File: src/hw/rtl/eth_pkg.sv
// Shared constants, types and state codes of the Taylor exponential block.
package eth_pkg;

  localparam int XW               = 16;
  localparam int AW               = 32;
  localparam int DEGW             = 5;
  localparam int DEG_RESET        = 10;
  localparam int MAX_DEGREE       = 31;
  localparam int X_FRAC_BITS      = 12;
  localparam int RESULT_FRAC_BITS = 16;

  typedef enum logic [2:0] {
    ST_IDLE,
    ST_MUL,
    ST_START,
    ST_WAIT,
    ST_FIN
  } state_e;

  typedef struct packed {
    logic busy;
    logic done;
  } div_status_t;

endpackage

File: src/hw/rtl/eth_div.sv
// Radix-2 restoring divider: unsigned dividend by a narrow unsigned divisor.
module eth_div #(
  parameter int DW = 36,
  parameter int KW = 5
) (
  input  logic                 clk_i,
  input  logic                 rst_ni,
  input  logic                 start_i,
  input  logic [DW-1:0]        dividend_i,
  input  logic [KW-1:0]        divisor_i,
  output logic [DW-1:0]        quotient_o,
  output eth_pkg::div_status_t status_o
);

  localparam int CW = $clog2(DW);

  logic          busy_q, done_q;
  logic [CW-1:0] cnt_q;
  logic [KW-1:0] rem_q;
  logic [KW-1:0] div_q;
  logic [DW-1:0] quo_q;

  logic [KW:0] trial;
  logic [KW:0] diff;
  logic        ge;

  assign trial = {rem_q, quo_q[DW-1]};
  assign ge    = trial >= {1'b0, div_q};
  assign diff  = trial - {1'b0, div_q};

  always_ff @(posedge clk_i or negedge rst_ni) begin
    if (!rst_ni) begin
      busy_q <= 1'b0;
      done_q <= 1'b0;
      cnt_q  <= '0;
    end else begin
      done_q <= 1'b0;
      if (start_i) begin
        busy_q <= 1'b1;
        cnt_q  <= '0;
      end else if (busy_q) begin
        cnt_q <= cnt_q + CW'(1);
        if (cnt_q == CW'(DW - 1)) begin
          busy_q <= 1'b0;
          done_q <= 1'b1;
        end
      end
    end
  end

  // one quotient bit per cycle, dividend shifts out as quotient shifts in
  always_ff @(posedge clk_i) begin
    if (start_i) begin
      quo_q <= dividend_i;
      rem_q <= '0;
      div_q <= divisor_i;
    end else if (busy_q) begin
      rem_q <= ge ? diff[KW-1:0] : trial[KW-1:0];
      quo_q <= {quo_q[DW-2:0], ge};
    end
  end

  assign quotient_o    = quo_q;
  assign status_o.busy = busy_q;
  assign status_o.done = done_q;

endmodule

File: src/hw/rtl/exp_taylor_horner.sv
// Top level: Horner evaluation of the Taylor series of e^x with one shared divider.
//
// Input channel: x_value_i (signed Q3.12) moves on a transfer when in_valid_i
// is high and in_stall_o is low. Output channel: exp_result_o (signed Q15.16,
// saturated to 32 bits) and overflow_o move when out_valid_o is high and
// out_stall_i is low. cfg_we_i writes cfg_wdata_i into the degree register;
// degree values above MAX_DEGREE act as MAX_DEGREE, degree 0 gives 0.
//
// Each Horner step passes through ST_MUL (multiply), ST_START (launch the
// divider) and ST_WAIT, where the one-bit-per-cycle divider by k works out
// PW quotient bits (PW = 48 - X_FRAC_BITS, 36 by default) and its quotient
// is taken when it signals done. One item is in work at a time and
// in_stall_o is high until it finishes. The finished result sits in an
// output register, so the next item is taken while the result waits; a
// stalled receiver only holds up the item after that, in its finish state.
//
// Reset: degree returns to 10, the sequencer goes idle, no result is valid.
module exp_taylor_horner #(
  parameter int MAX_DEGREE       = eth_pkg::MAX_DEGREE,
  parameter int X_FRAC_BITS      = eth_pkg::X_FRAC_BITS,
  parameter int RESULT_FRAC_BITS = eth_pkg::RESULT_FRAC_BITS
) (
  input  logic                           clk_i,
  input  logic                           rst_ni,
  input  logic                           cfg_we_i,
  input  logic [eth_pkg::DEGW-1:0]       cfg_wdata_i,
  input  logic                           in_valid_i,
  output logic                           in_stall_o,
  input  logic signed [eth_pkg::XW-1:0]  x_value_i,
  output logic                           out_valid_o,
  input  logic                           out_stall_i,
  output logic signed [eth_pkg::AW-1:0]  exp_result_o,
  output logic                           overflow_o
);

  localparam int XW   = eth_pkg::XW;
  localparam int AW   = eth_pkg::AW;
  localparam int DEGW = eth_pkg::DEGW;
  localparam int MW   = XW + AW;                 // full product width
  localparam int PW   = MW - X_FRAC_BITS;        // shifted product width
  localparam int KW   = $clog2(MAX_DEGREE + 1);  // step counter width
  localparam int VW   = PW + 2;                  // 1.0 + quotient, before saturation
  localparam int CMPW = ((DEGW > KW) ? DEGW : KW) + 1;

  localparam logic [CMPW-1:0] MAX_DEG_C = CMPW'(MAX_DEGREE);
  localparam logic signed [VW-1:0] ONE_FX =
    {{(VW-RESULT_FRAC_BITS-1){1'b0}}, 1'b1, {RESULT_FRAC_BITS{1'b0}}};
  localparam logic signed [VW-1:0] SAT_HI = {{(VW-AW+1){1'b0}}, {(AW-1){1'b1}}};
  localparam logic signed [VW-1:0] SAT_LO = {{(VW-AW+1){1'b1}}, {(AW-1){1'b0}}};

  eth_pkg::state_e state_q, state_d;

  logic [DEGW-1:0]        deg_q;
  logic                   out_valid_q;
  logic signed [AW-1:0]   res_q;
  logic                   res_ovf_q;

  logic signed [XW-1:0]   x_q;
  logic signed [AW-1:0]   acc_q;
  logic                   ovf_q;
  logic [KW-1:0]          k_q;
  logic signed [MW-1:0]   prod_q;
  logic                   neg_q;

  // degree clamp
  logic [CMPW-1:0] deg_ext, deg_lim;
  logic [KW-1:0]   kdeg;

  assign deg_ext = CMPW'(deg_q);
  assign deg_lim = (deg_ext > MAX_DEG_C) ? MAX_DEG_C : deg_ext;
  assign kdeg    = deg_lim[KW-1:0];

  // multiply and floor shift (arithmetic shift rounds toward -inf)
  logic signed [MW-1:0] prod;
  logic signed [MW-1:0] prod_sh;
  logic signed [PW-1:0] p;
  logic [PW-1:0]        p_mag;

  assign prod    = MW'(x_q) * MW'(acc_q);
  assign prod_sh = prod_q >>> X_FRAC_BITS;
  assign p       = prod_sh[PW-1:0];
  assign p_mag   = p[PW-1] ? PW'(-p) : PW'(p);

  // shared divider, |p| / k
  logic                 div_start;
  logic [PW-1:0]        quo;
  eth_pkg::div_status_t div_st;

  eth_div #(
    .DW(PW),
    .KW(KW)
  ) u_div (
    .clk_i     (clk_i),
    .rst_ni    (rst_ni),
    .start_i   (div_start),
    .dividend_i(p_mag),
    .divisor_i (k_q),
    .quotient_o(quo),
    .status_o  (div_st)
  );

  // signed truncated quotient, add 1.0, saturate
  logic signed [PW:0]   q_mag;
  logic signed [PW:0]   q_s;
  logic signed [VW-1:0] v;
  logic signed [AW-1:0] acc_next;
  logic                 sat;

  assign q_mag = {1'b0, quo};
  assign q_s   = neg_q ? -q_mag : q_mag;
  assign v     = {q_s[PW], q_s} + ONE_FX;

  always_comb begin
    sat      = 1'b0;
    acc_next = v[AW-1:0];
    if (v > SAT_HI) begin
      sat      = 1'b1;
      acc_next = SAT_HI[AW-1:0];
    end else if (v < SAT_LO) begin
      sat      = 1'b1;
      acc_next = SAT_LO[AW-1:0];
    end
  end

  logic out_free;
  assign out_free = !out_valid_q || !out_stall_i;

  // sequencer
  always_comb begin
    state_d   = state_q;
    div_start = 1'b0;
    unique case (state_q)
      eth_pkg::ST_IDLE: begin
        if (in_valid_i) begin
          state_d = (kdeg == '0) ? eth_pkg::ST_FIN : eth_pkg::ST_MUL;
        end
      end
      eth_pkg::ST_MUL: begin
        state_d = eth_pkg::ST_START;
      end
      eth_pkg::ST_START: begin
        div_start = 1'b1;
        state_d   = eth_pkg::ST_WAIT;
      end
      eth_pkg::ST_WAIT: begin
        if (div_st.done) begin
          state_d = (k_q == KW'(1)) ? eth_pkg::ST_FIN : eth_pkg::ST_MUL;
        end
      end
      eth_pkg::ST_FIN: begin
        if (out_free) begin
          state_d = eth_pkg::ST_IDLE;
        end
      end
      default: state_d = eth_pkg::ST_IDLE;
    endcase
  end

  always_ff @(posedge clk_i or negedge rst_ni) begin
    if (!rst_ni) begin
      state_q     <= eth_pkg::ST_IDLE;
      deg_q       <= DEGW'(eth_pkg::DEG_RESET);
      out_valid_q <= 1'b0;
    end else begin
      state_q <= state_d;
      if (cfg_we_i) begin
        deg_q <= cfg_wdata_i;
      end
      if (state_q == eth_pkg::ST_FIN && out_free) begin
        out_valid_q <= 1'b1;
      end else if (!out_stall_i) begin
        out_valid_q <= 1'b0;
      end
    end
  end

  // datapath registers
  always_ff @(posedge clk_i) begin
    if (state_q == eth_pkg::ST_IDLE && in_valid_i) begin
      x_q   <= x_value_i;
      acc_q <= '0;
      ovf_q <= 1'b0;
      k_q   <= kdeg;
    end
    if (state_q == eth_pkg::ST_MUL) begin
      prod_q <= prod;
    end
    if (state_q == eth_pkg::ST_START) begin
      neg_q <= p[PW-1];
    end
    if (state_q == eth_pkg::ST_WAIT && div_st.done) begin
      acc_q <= acc_next;
      ovf_q <= ovf_q | sat;
      k_q   <= k_q - KW'(1);
    end
    if (state_q == eth_pkg::ST_FIN && out_free) begin
      res_q     <= acc_q;
      res_ovf_q <= ovf_q;
    end
  end

  assign in_stall_o   = (state_q != eth_pkg::ST_IDLE);
  assign out_valid_o  = out_valid_q;
  assign exp_result_o = res_q;
  assign overflow_o   = res_ovf_q;

`ifndef NO_ASSERTIONS
  // the divider only runs while the sequencer waits on it
  a_div_busy_in_wait: assert property (@(posedge clk_i) disable iff (!rst_ni)
    div_st.busy |-> (state_q == eth_pkg::ST_WAIT))
    else $error("divider busy outside wait state");

  // a multiply step never starts with the step counter at zero
  a_k_nonzero: assert property (@(posedge clk_i) disable iff (!rst_ni)
    (state_q == eth_pkg::ST_MUL) |-> (k_q != '0))
    else $error("Horner step with k equal to zero");

  // a new result appears only out of the finish state
  a_result_from_fin: assert property (@(posedge clk_i) disable iff (!rst_ni)
    $rose(out_valid_q) |-> ($past(state_q) == eth_pkg::ST_FIN))
    else $error("result valid without finishing an item");
`endif

endmodule
File: config.mk
export PLATFORM = sky130hd
export DESIGN_NAME = exp_taylor_horner
export DESIGN_NICKNAME = d
export VERILOG_FILES = /design/src/hw/rtl/eth_pkg.sv /design/src/hw/rtl/eth_div.sv /design/src/hw/rtl/exp_taylor_horner.sv
export SDC_FILE = /design/constraint.sdc
export NUM_CORES = 2
export LEC_CHECK = 0
export ABC_AREA = 1
export ABC_CLOCK_PERIOD_IN_PS = 6900
export BUFFER_PORTS_ARGS = -buffer_cell sky130_fd_sc_hd__buf_2
export CAP_MARGIN = 20
export CORE_AREA = 2 2 309 311
export DETAILED_ROUTE_END_ITERATION = 10
export DIE_AREA = 0 0 311 313
export MAX_ROUTING_LAYER = met4
export SETUP_SLACK_MARGIN = 0.02
export SLEW_MARGIN = 20
export SYNTH_ARGS = -nofsm -noshare
export SYNTH_HDL_FRONTEND = slang
export SYNTH_SLANG_ARGS = --single-unit
export TNS_END_PERCENT = 30
File: constraint.sdc
create_clock -name clk_i -period 6.9 [get_ports clk_i]
set_clock_uncertainty 0.15 [all_clocks]
set_input_delay 1.38 -clock clk_i [delete_from_list [all_inputs] [get_ports clk_i]]
set_output_delay 1.38 -clock clk_i [all_outputs]
set_load 0.02 [all_outputs]
==> Word level (Yosys, flattened, before mapping) <==
Index checks and enable logic that the tools add are counted.
{ "word_totals": {"inputBits": 26, "register_bits": 199, "output_inout_bits": 35, "word_cells": 84} }
{ "op_classes": {"n_eq_ne": 10, "mux": 33, "reduce_logical": 12, "n_lt_le_gt_ge": 4, "bitwise": 1, "add_sub_neg": 6, "n_mul": 1} }
{ "op_table": {"columns": ["operator", "n"], "rows": [
  ["2-to-1 mux 32 bit", 4],
  ["2-to-1 mux 36 bit", 3],
  ["multiplier 16 x 32 -> 48 bit", 1],
  ["adder 37 x 18 -> 38 bit (second input constant)", 1],
  ["> comparator 38 x 32 -> 1 bit (second input constant)", 1],
  ["less-than comparator 38 x 32 -> 1 bit (second input constant)", 1],
  ["2-to-1 mux 37 bit", 1],
  ["negation 36 -> 37 bit", 1],
  ["negation 36 bit", 1],
  ["2-to-1 mux 5 bit", 4],
  ["2-to-1 mux 3 bit", 5],
  ["case mux 3 bit (5 select lines)", 1],
  ["2-to-1 mux 1 bit", 13],
  ["2-to-1 mux 6 bit", 2],
  ["adder 6 x 1 -> 6 bit (second input constant)", 1],
  ["== test 3 x 2 -> 1 bit (second input constant)", 2],
  ["== test 6 bit (second input constant)", 1],
  [">= comparator 6 x 5 -> 1 bit", 1],
  ["== test 5 x 1 -> 1 bit (second input constant)", 1],
  ["> comparator 5 bit (second input constant)", 1],
  ["logical NOT 5 bit", 1],
  ["subtractor 5 x 1 -> 5 bit (second input constant)", 1],
  ["subtractor 5 bit", 1],
  ["!= test 2 x 1 -> 1 bit (second input constant)", 2],
  ["11 further kinds", 16]
]} }

==> Logic depth before layout (Yosys ltp) <==
{ "logic_depth": {"ltp_word": 8, "mapped_depth": 30, "mapped_depth_nobuf": 28} }

==> Cells and area by module <==
A second synthesis with hierarchy kept.
{ "hier_totals": {"cells_unflattened": 3471, "area_unflattened_um2": 28199.5} }
{ "by_module_without_submodules": {"columns": ["module", "seq_area_each_um2", "n_inst", "cells_per_inst", "area_each_um2"], "rows": [
  ["exp_taylor_horner", 3951.3, 1, 3200, 25668.4],
  ["eth_div", 1531.5, 1, 271, 2531.2]
]} }

==> Worst setup path before layout <==
OpenSTA, ideal clock, no wires.
{ "synth_timing": {"path_type": "register -> register", "from": "register acc_q[9]", "to": "register prod_q[42] (data pin)", "period_less_slack_ns": 6.204, "setup_ns": 0.259, "n_path_buf": 2, "t_arrival_ns": 5.795, "setup_slack_ns": 0.696, "required_time_ns": 6.491, "stages_incl_launch_ff": 25, "path_cell_list": "edfxtp_1 clkbuf_1 clkbuf_1 nand2_1 fa_1 inv_1 fa_1 fa_1 fa_1 fa_1 inv_1 fa_1 inv_1 ha_1 nand2_1 nor2_1 inv_1 nor2_1 and3_1 a21oi_1 o21ai_0 nand3_1 o211ai_1 a31oi_1 xnor2_1"} }
{ "synth_via": {"elab_chain_len": 1} }
{ "synth_rtl": {"columns": ["item", "line", "rtl"], "rows": [
  ["from (decl)", "exp_taylor_horner.sv:59", "logic signed [AW-1:0] acc_q;"],
  ["from (signal assigned)", "exp_taylor_horner.sv:192", "acc_q <= acc_next;"],
  ["multiplier 16 x 32 -> 48 bit", "exp_taylor_horner.sv:79", "assign prod = MW'(x_q) * MW'(acc_q);"],
  ["named net prod[42]", "exp_taylor_horner.sv:74", "logic signed [MW-1:0] prod;"],
  ["to (signal assigned)", "exp_taylor_horner.sv:186", "prod_q <= prod;"],
  ["to (decl)", "exp_taylor_horner.sv:62", "logic signed [MW-1:0] prod_q;"]
]} }
The timed path passes the listed nets, and every way through them passes these cells.
A chain may end at the register's enable or synchronous reset.

==> Final worst setup path <==
{ "layout_timing": {"from": "register x_q[15]", "to": "register prod_q[46] (data pin)"} }
{ "layout_via": {"elab_chain_len": 1} }
{ "layout_rtl": {"columns": ["item", "line", "rtl"], "rows": [
  ["from (decl)", "exp_taylor_horner.sv:58", "logic signed [XW-1:0] x_q;"],
  ["from (signal assigned)", "exp_taylor_horner.sv:180", "x_q <= x_value_i;"],
  ["multiplier 16 x 32 -> 48 bit", "exp_taylor_horner.sv:79", null],
  ["named net prod[46]", "exp_taylor_horner.sv:74", null]
]} }
The timed path passes the listed nets, and every way through them passes these cells.

==> results.md <==
- Result of the run: complete, no violations
- Share of layout cells above drive strength 1: 0.0970
- Synth-to-layout area growth: 12.0%
- Non-Filler Instances: 4740
- Complex-gate fraction of the synthesized area: 0.0556
- Synthesized Nets: 4005
- Post-route ant nets: 0
- Grt ovf: 0
- Syn. warnings: 0
- Clk root buf: clkbuf_16
- Number of global-route vias before repair: 22.1k
- Number of synthesized flops with an enable pin: 165
- Setup TNS: 0 ns
- CP Data Required Time: 7.00 ns
- Final hold violation count: 0
- Synth Register Bits: 187
- Cts bufs inserted: 17
- Fill cell count: 9926
- Final period demand of the worst path: 6.67 ns
- Placed cells: 4669
- Worst-path clk slew: 0.09 ns
- Critical path arrival: 6.77 ns
- Die area: 97300 um2
- Rows: 113
- Routed WL: 76200 um
- Synth async-reset ratio: 0.0909
- Synth area leaders: fa_1 (35%), edfxtp_1 (18%), inv_1 (12%), nand2_1 (10%), ha_1 (5.4%)
- Synth Area in Adders: 0.401
- WS Path Type: flip-flop to flip-flop
- Rel. slew slack: 0.403
- Starting density of the core: 0.298
- Main synth FF type: edfxtp_1
- First-pass GRT wire length: 123000 um
- Synthesized area per cell: 8.32 um2
- Mapped Cells: 3371
- Port Buf Inserts: 60
- # IOs: 61
- Worst Tran Pin Value: 0.895 ns
- Final Setup Violations: 0
- Detail Placement HPWL: 61500 um
- Post-synth top area share: 0.347
- Most common cell in the netlist: inv_1
- Share of the yosys chip area belonging to registers: 0.196
- Via count: 21.5k
- Inserted Diodes: 0
- Initial antenna violation count: 0
- Post-Synth XOR/XNOR Area: 0.0349
- # DRC: 0
- CTS tree: yes
- Core area: 94200 um2
- Clk sinks: 187
- Max-Cap Viols: 0
- Worst skew pair latency: 0.51 ns
- Startpoint Class: flip-flop
- Cell Area, Synth: 28000 um2
- Slew Limit Fails: 0
- Setup WS post-layout: 0.233 ns
- Total GRT Usage: 0.168
- CP max FO: 11
- TritonRoute pass-1 iters: 5
- Final Net Count: 4096
- Final period util: 0.966
- Worst Setup End Kind: flip-flop
- Maximum number of pins on one net before global-route repair: 73
- Pre-CTS setup slack: 0.0361 ns
- Initial DRC Count: 1721
- Post-synthesis mux area share: 0.000402
- CTS H-tree depth: 4
- RSZ-0062 raised after global routing: true
- Largest family of logic cells by synthesized area: adder cells
- Post-DR vias/cell: 4.55
- Gp weighted congestion: 0.919
- Fmax: 150 MHz
- Hold crit path type: flip-flop to flip-flop
- Post-Synth Simple-Gate Area: 0.170
- Post-synthesis cell type with the largest combined area: fa_1
- Chip height: 313 um
- Synth cell count leaders: inv_1 (911), nand2_1 (767), fa_1 (486), nor2_1 (203), edfxtp_1 (165)
- CTS max path bufs: 2
- Die X: 311 um
- Synth unique cells: 58
- Routed len/inst: 16.1 um
==> cell usage in the layout (no fill, tap or decap), drive strengths merged, types with 2 or more instances in the layout <==
master	instances
clkinv	12
dfxtp	5
nor2	218
nand2	790
ha	122
inv	921
a31oi	12
nor4	5
nor3	20
a41oi	2
fa	486
a221oi	2
a21boi	3
o21a	9
o21bai	7
nand3	72
dfrtp	15
a21oi	88
o211ai	5
clkbuf	18
o22ai	3
nand4	23
edfxtp	165
and3	4
nand3b	7
xnor2	44
a21o	6
o21ai	123
xor2	67
or2	7
o31ai	3
buf	200
dfstp	2
==> sequential cells by signal, summed over array words and instances (netlist names), 6 cells and up <==
signal and cells:
acc_q 32, x_q 16, exp_result_o 32, u_div.cnt_q 6, prod_q 36, u_div.quotient_o 36
==> timing repair <==
action                                  4_1_cts  5_1_grt
buffers inserted                              0       38
gates resized for setup                       0       22
hold buffers                                  0        0
endpoints found under the setup margin        0       16
==> metal layers <==
| layer | up-vias | routed length, um | track usage |
|---|---|---|---|
| met1 | 10800 | 33700 | 0.223 |
| met2 | 599 | 36800 | 0.271 |
| met4 | 0 | 1650 | 0.0437 |
| li1 | 10100 | - | - |
| met5 | - | 0 | - |
| met3 | 90 | 4020 | 0.0217 |
==> worst paths after layout <==
| kind | cells after the start | from | slack (ns) | to |
|---|---|---|---|---|
| max | 21 | x_q[15] | 0.23 | prod_q[46] |
| min | 0 | k_q[4] | 0.32 | u_div.div_q[4] |
| max reg2reg | 21 | x_q[15] | 0.23 | prod_q[46] |
| min reg2reg | 0 | k_q[4] | 0.32 | u_div.div_q[4] |
| max in group asynchronous | 1 | rst_ni | 5.66 | deg_q[3] |
| min in group asynchronous | 1 | rst_ni | 0.62 | deg_q[4] |
==> logic make-up (layout without fill, tap and decap cells) <==
family                     after synthesis  after routing
and+or+nand+nor                       1148           1148
buffers and inverters                 1048           1152
adders and majority gates              608            608
AOI/OAI and AO/OA                      268            268
DFF                                    187            187
xor gates and xnor gates               111            111
muxes                                    1              1
==> worst max-delay path, stage by stage (launching register included) <==
cell and delay (ns):
edfxtp_1 0.38, clkinvlp_4 0.23, buf_4 0.27, or2_2 0.32, fa_1 0.52, fa_1 0.52, fa_1 0.54, fa_1 0.52
fa_1 0.52, fa_1 0.58, inv_1 0.05, ha_1 0.39, a21oi_1 0.24, inv_1 0.08, a31oi_2 0.21, o31ai_1 0.11
o21bai_2 0.22, nand3_1 0.09, nand2_2 0.10, nand3_1 0.09, o211ai_1 0.11, xor2_1 0.16
==> final cells by class <==
cell class / instances / area, um2 / area share
multi-input combinational: 2136 / 18700 / 0.595
clock inverter: 14 / 150 / 0.00478
timing repair buffer: 200 / 1590 / 0.0507
tap: 1265 / 1580 / 0.0504
inverter: 920 / 3460 / 0.110
clock buffer: 18 / 450 / 0.0143
sequential: 187 / 5480 / 0.175
==> metrics by stage <==
stage / area, um2 / util / hold slack [ns]
after CTS: 30900 / 0.329 / 0.330
after global routing: 31400 / 0.334 / 0.344
after floorplan: 28000 / - / 0.274
final: 31400 / 0.334 / 0.322
after detailed placement: 30300 / 0.322 / 0.294
after global placement: 30300 / 0.322 / 0.308
Power is not shown: default switching activity piles up to over one toggle a cycle in this logic, so the estimate is an artifact.
